==> src/assert_macros.svh <==
// Assertion helpers shared by the RTL. Clock clk and reset rst are taken from
// the scope that uses them.
`ifndef ASSERT_MACROS_SVH
`define ASSERT_MACROS_SVH
`ifndef SYNTHESIS
// Checked at every clock edge outside reset
`define VN_ASSERT(label, prop, msg) \
  label: assert property (@(posedge clk) disable iff (rst) (prop)) else $error(msg);
// Checked at every clock edge, reset included
`define VN_ASSERT_ANY(label, prop, msg) \
  label: assert property (@(posedge clk) (prop)) else $error(msg);
`else
`define VN_ASSERT(label, prop, msg)
`define VN_ASSERT_ANY(label, prop, msg)
`endif
`endif

==> src/vnorm_pkg.sv <==
package vnorm_pkg;

  // Unit vector scale: 1.0 is 1 << UNIT_BITS (Q1.14)
  localparam int unsigned UNIT_BITS = 14;
  localparam int          UNIT_ONE  = 1 << UNIT_BITS;
  // Quotient magnitude is at most UNIT_ONE, so one extra bit
  localparam int unsigned QUOT_BITS = UNIT_BITS + 1;
  // Width of every result field
  localparam int unsigned FIELD_W   = 16;

  typedef logic signed [FIELD_W-1:0] unit_t;
  typedef logic        [FIELD_W-1:0] len_t;

endpackage

==> src/vnorm_sqrt_cell.sv <==
// One root bit of the digit-by-digit integer square root.
module vnorm_sqrt_cell
  import vnorm_pkg::*;
#(
  parameter int unsigned WIDTH  = 16,
  parameter int unsigned STEP   = 0,
  parameter int unsigned SIDE_W = 1
) (
  input  logic                 clk,
  input  logic                 en,
  input  logic [2*WIDTH-1:0]   rem_in,
  input  logic [2*WIDTH-1:0]   root_in,
  input  logic [SIDE_W-1:0]    side_in,
  output logic [2*WIDTH-1:0]   rem,
  output logic [2*WIDTH-1:0]   root,
  output logic [SIDE_W-1:0]    side
);

  localparam int unsigned NW = 2 * WIDTH;
  localparam logic [NW-1:0] STEP_BIT = {{(NW-1){1'b0}}, 1'b1} << (2 * STEP);

  logic [NW-1:0] trial;
  logic          take;
  logic [NW-1:0] rem_next;
  logic [NW-1:0] root_next;

  // Try to set this root bit
  always_comb begin
    trial     = root_in + STEP_BIT;
    take      = (rem_in >= trial);
    rem_next  = take ? (rem_in - trial) : rem_in;
    root_next = take ? ((root_in >> 1) + STEP_BIT) : (root_in >> 1);
  end

  always_ff @(posedge clk) begin
    if (en) begin
      rem  <= rem_next;
      root <= root_next;
      side <= side_in;
    end
  end

endmodule

==> config.mk <==
export PLATFORM = sky130hd
export DESIGN_NAME = vnorm_sqrt_cell
export DESIGN_NICKNAME = d
export VERILOG_FILES = /design/src/assert_macros.svh /design/src/vnorm_pkg.sv /design/src/vnorm_sqrt_cell.sv
export SDC_FILE = /design/constraint.sdc
export NUM_CORES = 1
export LEC_CHECK = 0
export BUFFER_PORTS_ARGS = -buffer_cell sky130_fd_sc_hd__buf_2
export CORE_ASPECT_RATIO = 0.7
export CORE_MARGIN = 8
export CORE_UTILIZATION = 45
export DETAILED_ROUTE_END_ITERATION = 12
export GPL_TIMING_DRIVEN = 0
export PLACE_DENSITY = 0.78
export SETUP_SLACK_MARGIN = 0.2
export SLEW_MARGIN = 25
export SYNTH_ARGS = -nofsm -noshare
export SYNTH_HDL_FRONTEND = slang
export SYNTH_SLANG_ARGS = --single-unit
==> constraint.sdc <==
create_clock -name clk -period 6.8 [get_ports clk]
set_input_delay 1.7 -clock clk [delete_from_list [all_inputs] [get_ports clk]]
set_output_delay 1.7 -clock clk [all_outputs]
set_load 0.05 [all_outputs]
==> impl_metrics.yaml <==
final_layout:
  regArea_um2: 1950
  fin_nets: 819
  final_util_pct: 55.6
  multi_input_area_um2: 3120
  drive_gt1_share_pct: 23.0
  fillCellCount: 1092
  areaGrowthSynthToFinish_pct: 22.3
  diodes: 0
yosys:
  ys_seq_elements: 65
  synthTopCellsByArea: "edfxtp_1 (37%), xnor2_1 (8.5%), ha_1 (8.1%)"
  synth_top_family_by_area: "simple AND/OR/NAND/NOR gates"
  synth_xor_area_share_pct: 14.2
  avgSynthCellArea_um2: 9.03
  netlist_area_um2: 5250
  yosys-mux-area-fraction_pct: 0.191
  netlist.top_cell.by_area: "edfxtp_1"
  synth-warning-count: 0
  synth-edff-count: 65
  synth_common_cells: "nand2_1 (91), edfxtp_1 (65), xnor2_1 (51)"
  synth_async_sr_flop_share_pct: 0
  synthCells: 582
  synth-simple-area-share_pct: 20.4
  synthAdderAreaFrac_pct: 8.48
  ys.flop_type: "edfxtp_1"
  synth_cell_types: 53
  synth_nets: 684
  yosysMostFrequentCell: "nand2_1"
  ys_seq_area_share_pct: 37.2
  synth_compound_gate_area_share_pct: 15.9
  synth_top_area_share_pct: 37.2
worst_setup_path:
  path_max_fanout: 10
  critical_path.startpoint: "root_in[2]"
  critical_path_class: "input pin to register"
  critical_path_required_ns: 6.88
  end_kind: "register"
  critPathLaunchType: "input pin"
  critPathArrivalTime_ns: 6.31
power:
  p_seq_share_pct: 31.7
  power.leakage_nw: 2.59
  p_switching_mw: 0.589
  internal_power_mw: 1.02
  vdd_drop_max_mv: 0.122
  pwr-share-clk_pct: 33.7
  sw_frac_of_total_pct: 36.7
  power_density_nw_per_um2: 250
  pwr-share-comb_pct: 34.6
cts:
  cts_buffers: 9
  cts_tree: "yes"
  cts_buffer_depth: 2
  cts.reportedPaths.clkPinSlew_ns: 0.05
  root_buffer: "clkbuf_16"
  clock_sinks: 65
  h-tree-depth: 3
  ctsHoldBuffers: 0
global_route:
  antenna_found_initial: 1
  grt-ovfl-total: 0
  grt_pass1_wl_um: 25700
  grt_usage_pct: 20.8
  grt_pass1_vias: 4822
  grt_max_degree: 66
floorplanning:
  start_util_pct: 45.4
  core_um2: 11600
  design.die.area_um2: 15400
  die_h_um: 106
  io_pins: 132
  die_x_um: 145
  rows: 33
detailed_routing:
  drt_iter0_drc: 424
  wl_um: 16600
  wl_per_cell_um: 18.9
  ant_nets: 0
  vias: 4967
  dr.pass1.iters: 5
  post-route-drc-count: 0
  vias_per_cell: 5.65
timing:
  setup_violations: 0
  slew_headroom_pct: 44.3
  drv_slew: 0
  tightest_slew_ns: 0.835
  setup_tns_ns: 0
  hold_viol_final: 0
  fin_crit_ns: 6.23
  min_period_over_period_pct: 91.6
  rsz0062_at_grt: "true"
  fmax_mhz: 161
job:
  cap_violations: 0
placement:
  place.gp.congestion: 0.936
  hpwl_um: 13000
  port_buffers: 124
outcome:
  status: "finished clean"
hold_path:
  hp-start: "side_in"
  hp-class: "input pin to register"
==> critical path, stage by stage <==
cell      delay, ns
buf_2          0.14
ha_1           0.19
and3_1         0.23
nand4_1        0.24
nor4_2         0.49
nand4_1        0.17
nor2_1         0.17
nand2_1        0.08
xor2_1         0.18
ha_1           0.27
clkbuf_1       0.29
nand2_1        0.11
o21ai_0        0.39
nor2_1         0.15
o31ai_1        0.11
o21ai_1        0.17
a21oi_1        0.53
buf_2          0.34
nand4_1        0.16
xnor2_1        0.17
==> layer usage <==
metal  vias up  GRT usage [%]  share of wire (%)
met3        29           7.17                9.5
met2       244           31.9                 43
met1      2301           27.4                 46
li1       2391              -                  -
met5         -              0              0.078
met4         2           5.63                1.1
==> sequential cells by signal, indices dropped and copies added (netlist names) <==
name  cells
root     32
side      1
rem      32
==> logic make-up (layout without fill, tap and decap cells) <==
family                     after synthesis  count (layout)
muxes                                    1               1
adders and majority gates               35              35
and+or+nand+nor                        223             223
buffers and inverters                   43             183
DFF                                     65              65
xor gates and xnor gates                85              85
AOI/OAI and AO/OA                      130             130
==> worst paths after layout <==
path  endpoint  cells past startpoint
max   root[17]                     20
min       side                      1
==> through the flow <==
stage | power [mW] | std cells | setup WS [ns] | hold slack, ns | area, um2
2_1_floorplan | 0.912 | 582 | 1.23 | 1.80 | 5250
3_3_place_gp | 1.06 | 863 | 0.160 | 1.88 | 6070
3_5_place_dp | 1.07 | 863 | 0.0772 | 1.89 | 6070
4_1_cts | 1.61 | 879 | 0.415 | 1.54 | 6420
5_1_grt | 1.67 | 879 | 0.168 | 1.54 | 6430
6_report | 1.61 | 879 | 0.571 | 1.54 | 6430
==> power by group through the flow <==
stage / logic (mW) / registers (mW) / clock network [mW]
floorplan: 0.231 / 0.681 / 0
global placement: 0.541 / 0.516 / 0
detailed placement: 0.549 / 0.517 / 0
CTS: 0.552 / 0.510 / 0.549
global route: 0.593 / 0.515 / 0.562
finish: 0.556 / 0.509 / 0.542
==> placed cells by master, fill, tap and decap left out, drive strengths merged, types with 5 or more instances in the layout <==
master  netlist  layout
clkbuf       15      25
nand2        91      91
nor2         40      40
a21o          9       9
o21bai        5       5
nand3        19      19
ha           34      34
nand4        22      22
a21oi        32      32
o21ai        46      46
xor2         34      34
and3          8       8
buf          14     138
xnor2        51      51
or3           7       7
nor3         11      11
o31ai        10      10
edfxtp       65      65
inv          14      15
nor4          8       8
==> area by class of cell <==
cell class | instances | area share, %
repair buffers | 124 | 9.69
inverters | 14 | 0.818
clock inverters | 6 | 1.79
multi-input cells | 474 | 48.5
well taps | 157 | 3.06
flip-flops and latches | 65 | 30.4
clock buffers | 10 | 3.56
plain buffers | 29 | 2.22
==> timing repair <==
action                                  4_1_cts  5_1_grt
buffers inserted                              0        0
endpoints found under the setup margin        0       58
resized for setup                             0        2
Note: power is estimated with default switching activity, not from simulation.
