===== config.mk =====
export PLATFORM = sky130hd
export DESIGN_NAME = vnorm_div_cell
export DESIGN_NICKNAME = d
export VERILOG_FILES = /design/src/assert_macros.svh /design/src/vnorm_pkg.sv /design/src/vnorm_div_cell.sv
export SDC_FILE = /design/constraint.sdc
export NUM_CORES = 1
export LEC_CHECK = 0
export BUFFER_PORTS_ARGS = -buffer_cell sky130_fd_sc_hd__buf_2
export CAP_MARGIN = 5
export CORE_AREA = 2 2 132 134
export CTS_CLUSTER_DIAMETER = 120
export CTS_CLUSTER_SIZE = 12
export DETAILED_ROUTE_END_ITERATION = 6
export DIE_AREA = 0 0 134 136
export PLACE_DENSITY_LB_ADDON = 0.25
export RECOVER_POWER = 50
export SLEW_MARGIN = 20
export SYNTH_ARGS = -nofsm -noshare
export SYNTH_HDL_FRONTEND = slang
export SYNTH_SLANG_ARGS = --single-unit
export TNS_END_PERCENT = 20

===== constraint.sdc =====
create_clock -name clk -period 6.4 [get_ports clk]
set_clock_uncertainty 0.2 [all_clocks]
set_input_delay 1.28 -clock clk [delete_from_list [all_inputs] [get_ports clk]]
set_output_delay 1.28 -clock clk [all_outputs]
set_load 0.1 [all_outputs]

===== src/assert_macros.svh =====
// Assertion helpers shared by the RTL. Clock clk and reset rst are taken from
// the scope that uses them.
`ifndef ASSERT_MACROS_SVH
`define ASSERT_MACROS_SVH
`ifndef SYNTHESIS
// Checked at every clock edge outside reset
`define VN_ASSERT(label, prop, msg) \
  label: assert property (@(posedge clk) disable iff (rst) (prop)) else $error(msg);
// Checked at every clock edge, reset included
`define VN_ASSERT_ANY(label, prop, msg) \
  label: assert property (@(posedge clk) (prop)) else $error(msg);
`else
`define VN_ASSERT(label, prop, msg)
`define VN_ASSERT_ANY(label, prop, msg)
`endif
`endif


===== src/vnorm_pkg.sv =====
package vnorm_pkg;

  // Unit vector scale: 1.0 is 1 << UNIT_BITS (Q1.14)
  localparam int unsigned UNIT_BITS = 14;
  localparam int          UNIT_ONE  = 1 << UNIT_BITS;
  // Quotient magnitude is at most UNIT_ONE, so one extra bit
  localparam int unsigned QUOT_BITS = UNIT_BITS + 1;
  // Width of every result field
  localparam int unsigned FIELD_W   = 16;

  typedef logic signed [FIELD_W-1:0] unit_t;
  typedef logic        [FIELD_W-1:0] len_t;

endpackage


===== src/vnorm_div_cell.sv =====
// One quotient bit of the restoring division, x and y lanes side by side.
module vnorm_div_cell
  import vnorm_pkg::*;
#(
  parameter int unsigned WIDTH  = 16,
  parameter bit          SHIFT  = 1'b1,
  parameter int unsigned SIDE_W = 2
) (
  input  logic                           clk,
  input  logic                           en,
  input  logic [1:0][WIDTH-1:0]          rem_in,
  input  logic [1:0][QUOT_BITS-1:0]      quot_in,
  input  logic [WIDTH-1:0]               len_in,
  input  logic [SIDE_W-1:0]              side_in,
  output logic [1:0][WIDTH-1:0]          rem,
  output logic [1:0][QUOT_BITS-1:0]      quot,
  output logic [WIDTH-1:0]               len,
  output logic [SIDE_W-1:0]              side
);

  logic [1:0][WIDTH:0]           part;
  logic [1:0]                    take;
  logic [1:0][WIDTH:0]           diff;
  logic [1:0][WIDTH-1:0]         rem_next;
  logic [1:0][QUOT_BITS-1:0]     quot_next;

  // Bring down a zero bit when SHIFT is set, then compare against the length
  always_comb begin
    for (int l = 0; l < 2; l++) begin
      part[l]      = SHIFT ? {rem_in[l], 1'b0} : {1'b0, rem_in[l]};
      take[l]      = (part[l] >= {1'b0, len_in});
      diff[l]      = part[l] - {1'b0, len_in};
      rem_next[l]  = take[l] ? diff[l][WIDTH-1:0] : part[l][WIDTH-1:0];
      quot_next[l] = {quot_in[l][QUOT_BITS-2:0], take[l]};
    end
  end

  always_ff @(posedge clk) begin
    if (en) begin
      rem  <= rem_next;
      quot <= quot_next;
      len  <= len_in;
      side <= side_in;
    end
  end

endmodule

==> flow_summary.json <==
{
  "status": "complete, but fails checks",
  "violations": "capacitance limit, slew limit",
  "design_area_mm2": 0.00594,
  "ctsHtreeMaxLevel": 3,
  "tns_ns": 0,
  "async_flop_share": 0,
  "wire_per_inst_um": 15.8,
  "routed_wl_mm": 12.0,
  "tritoncts": "done",
  "rows": 48,
  "critPathCaptureType": "register",
  "ys_ff_latch": 80,
  "netlist_area_mm2": 0.00465,
  "die-area_mm2": 0.0182,
  "fin_cells": 760,
  "min_period_over_period": 0.736,
  "layout-drive-gt1-share": 0.375,
  "fin_hold_ws_ns": 0.912,
  "power.switching_mw": 0.810,
  "crit_family": "buffers and inverters",
  "avgSynthCellArea_um2": 12.6,
  "dp_hpwl_mm": 9.37,
  "dpl_worst_slack_ns": 2.20,
  "peakVddDrop_mv": 0.123,
  "p_per_area_mw_per_mm2": 327,
  "pin_count": 162,
  "clkSinkCount": 80,
  "max-cap-violations": 1,
  "crit_buf_inv": 1,
  "hold_violations": 0,
  "gp_congestion": 0.768,
  "worst_slew_pin_slew_ns": 4.37,
  "synth_most_common_cell": "edfxtp_1",
  "drc_errors": 0,
  "required_ns": 6.04,
  "setup.worst_path.start": "en",
  "port_buffers": 159,
  "nets": 644,
  "synth_edf_count": 80,
  "grt_use_total": 0.130,
  "hold_start": "quot_in[27]",
  "ys.flop_type": "edfxtp_1",
  "grt_max_degree": 81,
  "clock_path_buffers": 2,
  "core_mm2": 0.0169,
  "hold_class": "input port to register",
  "root_buffer": "clkbuf_16",
  "p_total_mw": 1.94,
  "crit_slowest_cell": "clkbuf_1",
  "p_clk_frac": 0.268,
  "hold_end": "quot[28]",
  "cp_max_fo": 80,
  "netlist_top_cells_count": "80 x edfxtp_1, 32 x ha_1, 26 x inv_1",
  "synth_warnings": 0,
  "path_cells": "clkbuf_1",
  "yosysTopAreaCellShare": 0.516,
  "fin_ws_ns": 1.69,
  "cts_setup_buffers": 0,
  "switching_share": 0.417,
  "synthTopCellsByArea": "edfxtp_1 52%, ha_1 8.6%, mux2_4 5.2%",
  "hold_buffers": 0,
  "slew_headroom": -1.91,
  "synth_seq_area_share": 0.516,
  "cts.clk_slew.worst_paths_ns": 0.06,
  "drtPass1Iterations": 4,
  "fillers": 1682,
  "whs_path_depth": 1,
  "routed_via_density": 4.52,
  "rsz0062_at_grt": "no",
  "critical_path_class": "input port to register",
  "die_w_um": 134,
  "cts.repair.resized": 0,
  "syn_inst": 368,
  "timing.fmax_mhz": 212,
  "cts_buffers": 9,
  "initial_utilization": 0.276,
  "numPlacedInstances": 742,
  "vias": 3434,
  "grt_overflow": 0,
  "postLayoutCoreUtil": 0.352,
  "slew_violations": 81,
  "grt_pass1_wl_mm": 18.2,
  "grt_pass1_vias": 3434,
  "dieHeight_um": 136,
  "antenna_found_initial": 2,
  "leakagePower_nw": 2.52,
  "combPwrFrac": 0.390,
  "worstPathArrival_ns": 4.35,
  "drt_iter0_markers": 189,
  "synth.distinct_cells": 59,
  "slowest_delay_ns": 3.01,
  "internal-power_mw": 1.13,
  "seq_power_share": 0.342,
  "start_kind": "input port",
  "fin_crit_ns": 4.71,
  "post-synth-top-area-cell": "edfxtp_1",
  "drtAntennaViolNets": 0,
  "syn_to_final_growth_pct": 27.6,
  "syn_nets": 484,
  "finalSetupViolCount": 0,
  "place_area_mm2": 0.00566
}
## placed cells by master, fill, tap and decap left out, types with 5 or more instances in the layout
cell type / count
a21o_1: 6
a21oi_1: 22
buf_2: 144
clkbuf_1: 15
clkbuf_16: 9
edfxtp_1: 80
ha_1: 32
inv_1: 26
mux2_2: 10
mux2_4: 16
nand2_1: 13
nand4_1: 7
nor2_1: 18
nor2b_1: 5
nor3_1: 6
o211ai_1: 9
o21a_1: 5
o21ai_0: 15
xnor2_1: 15
## power by group through the flow
stage	Combinational, mW	Clock, mW	Sequential (mW)
after global routing	0.795	0.553	0.670
after global placement	0.757	0	0.671
after floorplan	0.215	0	1.09
after detailed placement	0.761	0	0.673
final	0.757	0.520	0.664
after CTS	0.762	0.537	0.663
## kinds of logic (layout without fill, tap and decap cells)
group | after synthesis | count (layout) | synth area share
adders and majority gates | 34 | 34 | 0.0946
buffers and inverters | 37 | 202 | 0.0392
AOI/OAI and AO/OA | 91 | 91 | 0.141
and+or+nand+nor | 78 | 78 | 0.0911
other | 0 | 2 | 0
DFF | 80 | 80 | 0.516
muxes | 30 | 30 | 0.0844
xor gates and xnor gates | 18 | 18 | 0.0339
## flip-flops by register name, summed over array words and instances (netlist names)
signal  count
side        2
quot       30
len        16
rem        32
## metal layers
layer	GRT usage	routed length, um
met1	0.158	5340
met2	0.226	5800
met3	0.0332	754
met5	0	0
met4	0.0408	141
## worst max-delay path by stage
| stage | slack (ns) | endpoint | depth (start not counted) |
|---|---|---|---|
| 2_1_floorplan | 2.75 | rem[20] | 10 |
| 3_5_place_dp | 2.20 | rem[2] | 9 |
| 5_1_grt | 1.26 | len[0] | 1 |
| 6_report | 1.69 | len[3] | 1 |
| 3_3_place_gp | 2.21 | rem[3] | 9 |
| 4_1_cts | 2.55 | rem[5] | 9 |
## layout make-up
cell class                 instances  area, um2  share of cell area
sequential                        80       2400               0.405
inverter                          27        104              0.0175
antenna                            2       5.00            0.000843
clock buffer                      10        229              0.0386
tap                              225        282              0.0474
multi-input combinational        251       2070               0.349
timing repair buffer             159        777               0.131
clock inverter                     6       68.8              0.0116
Power figures use the tool's default switching activity.
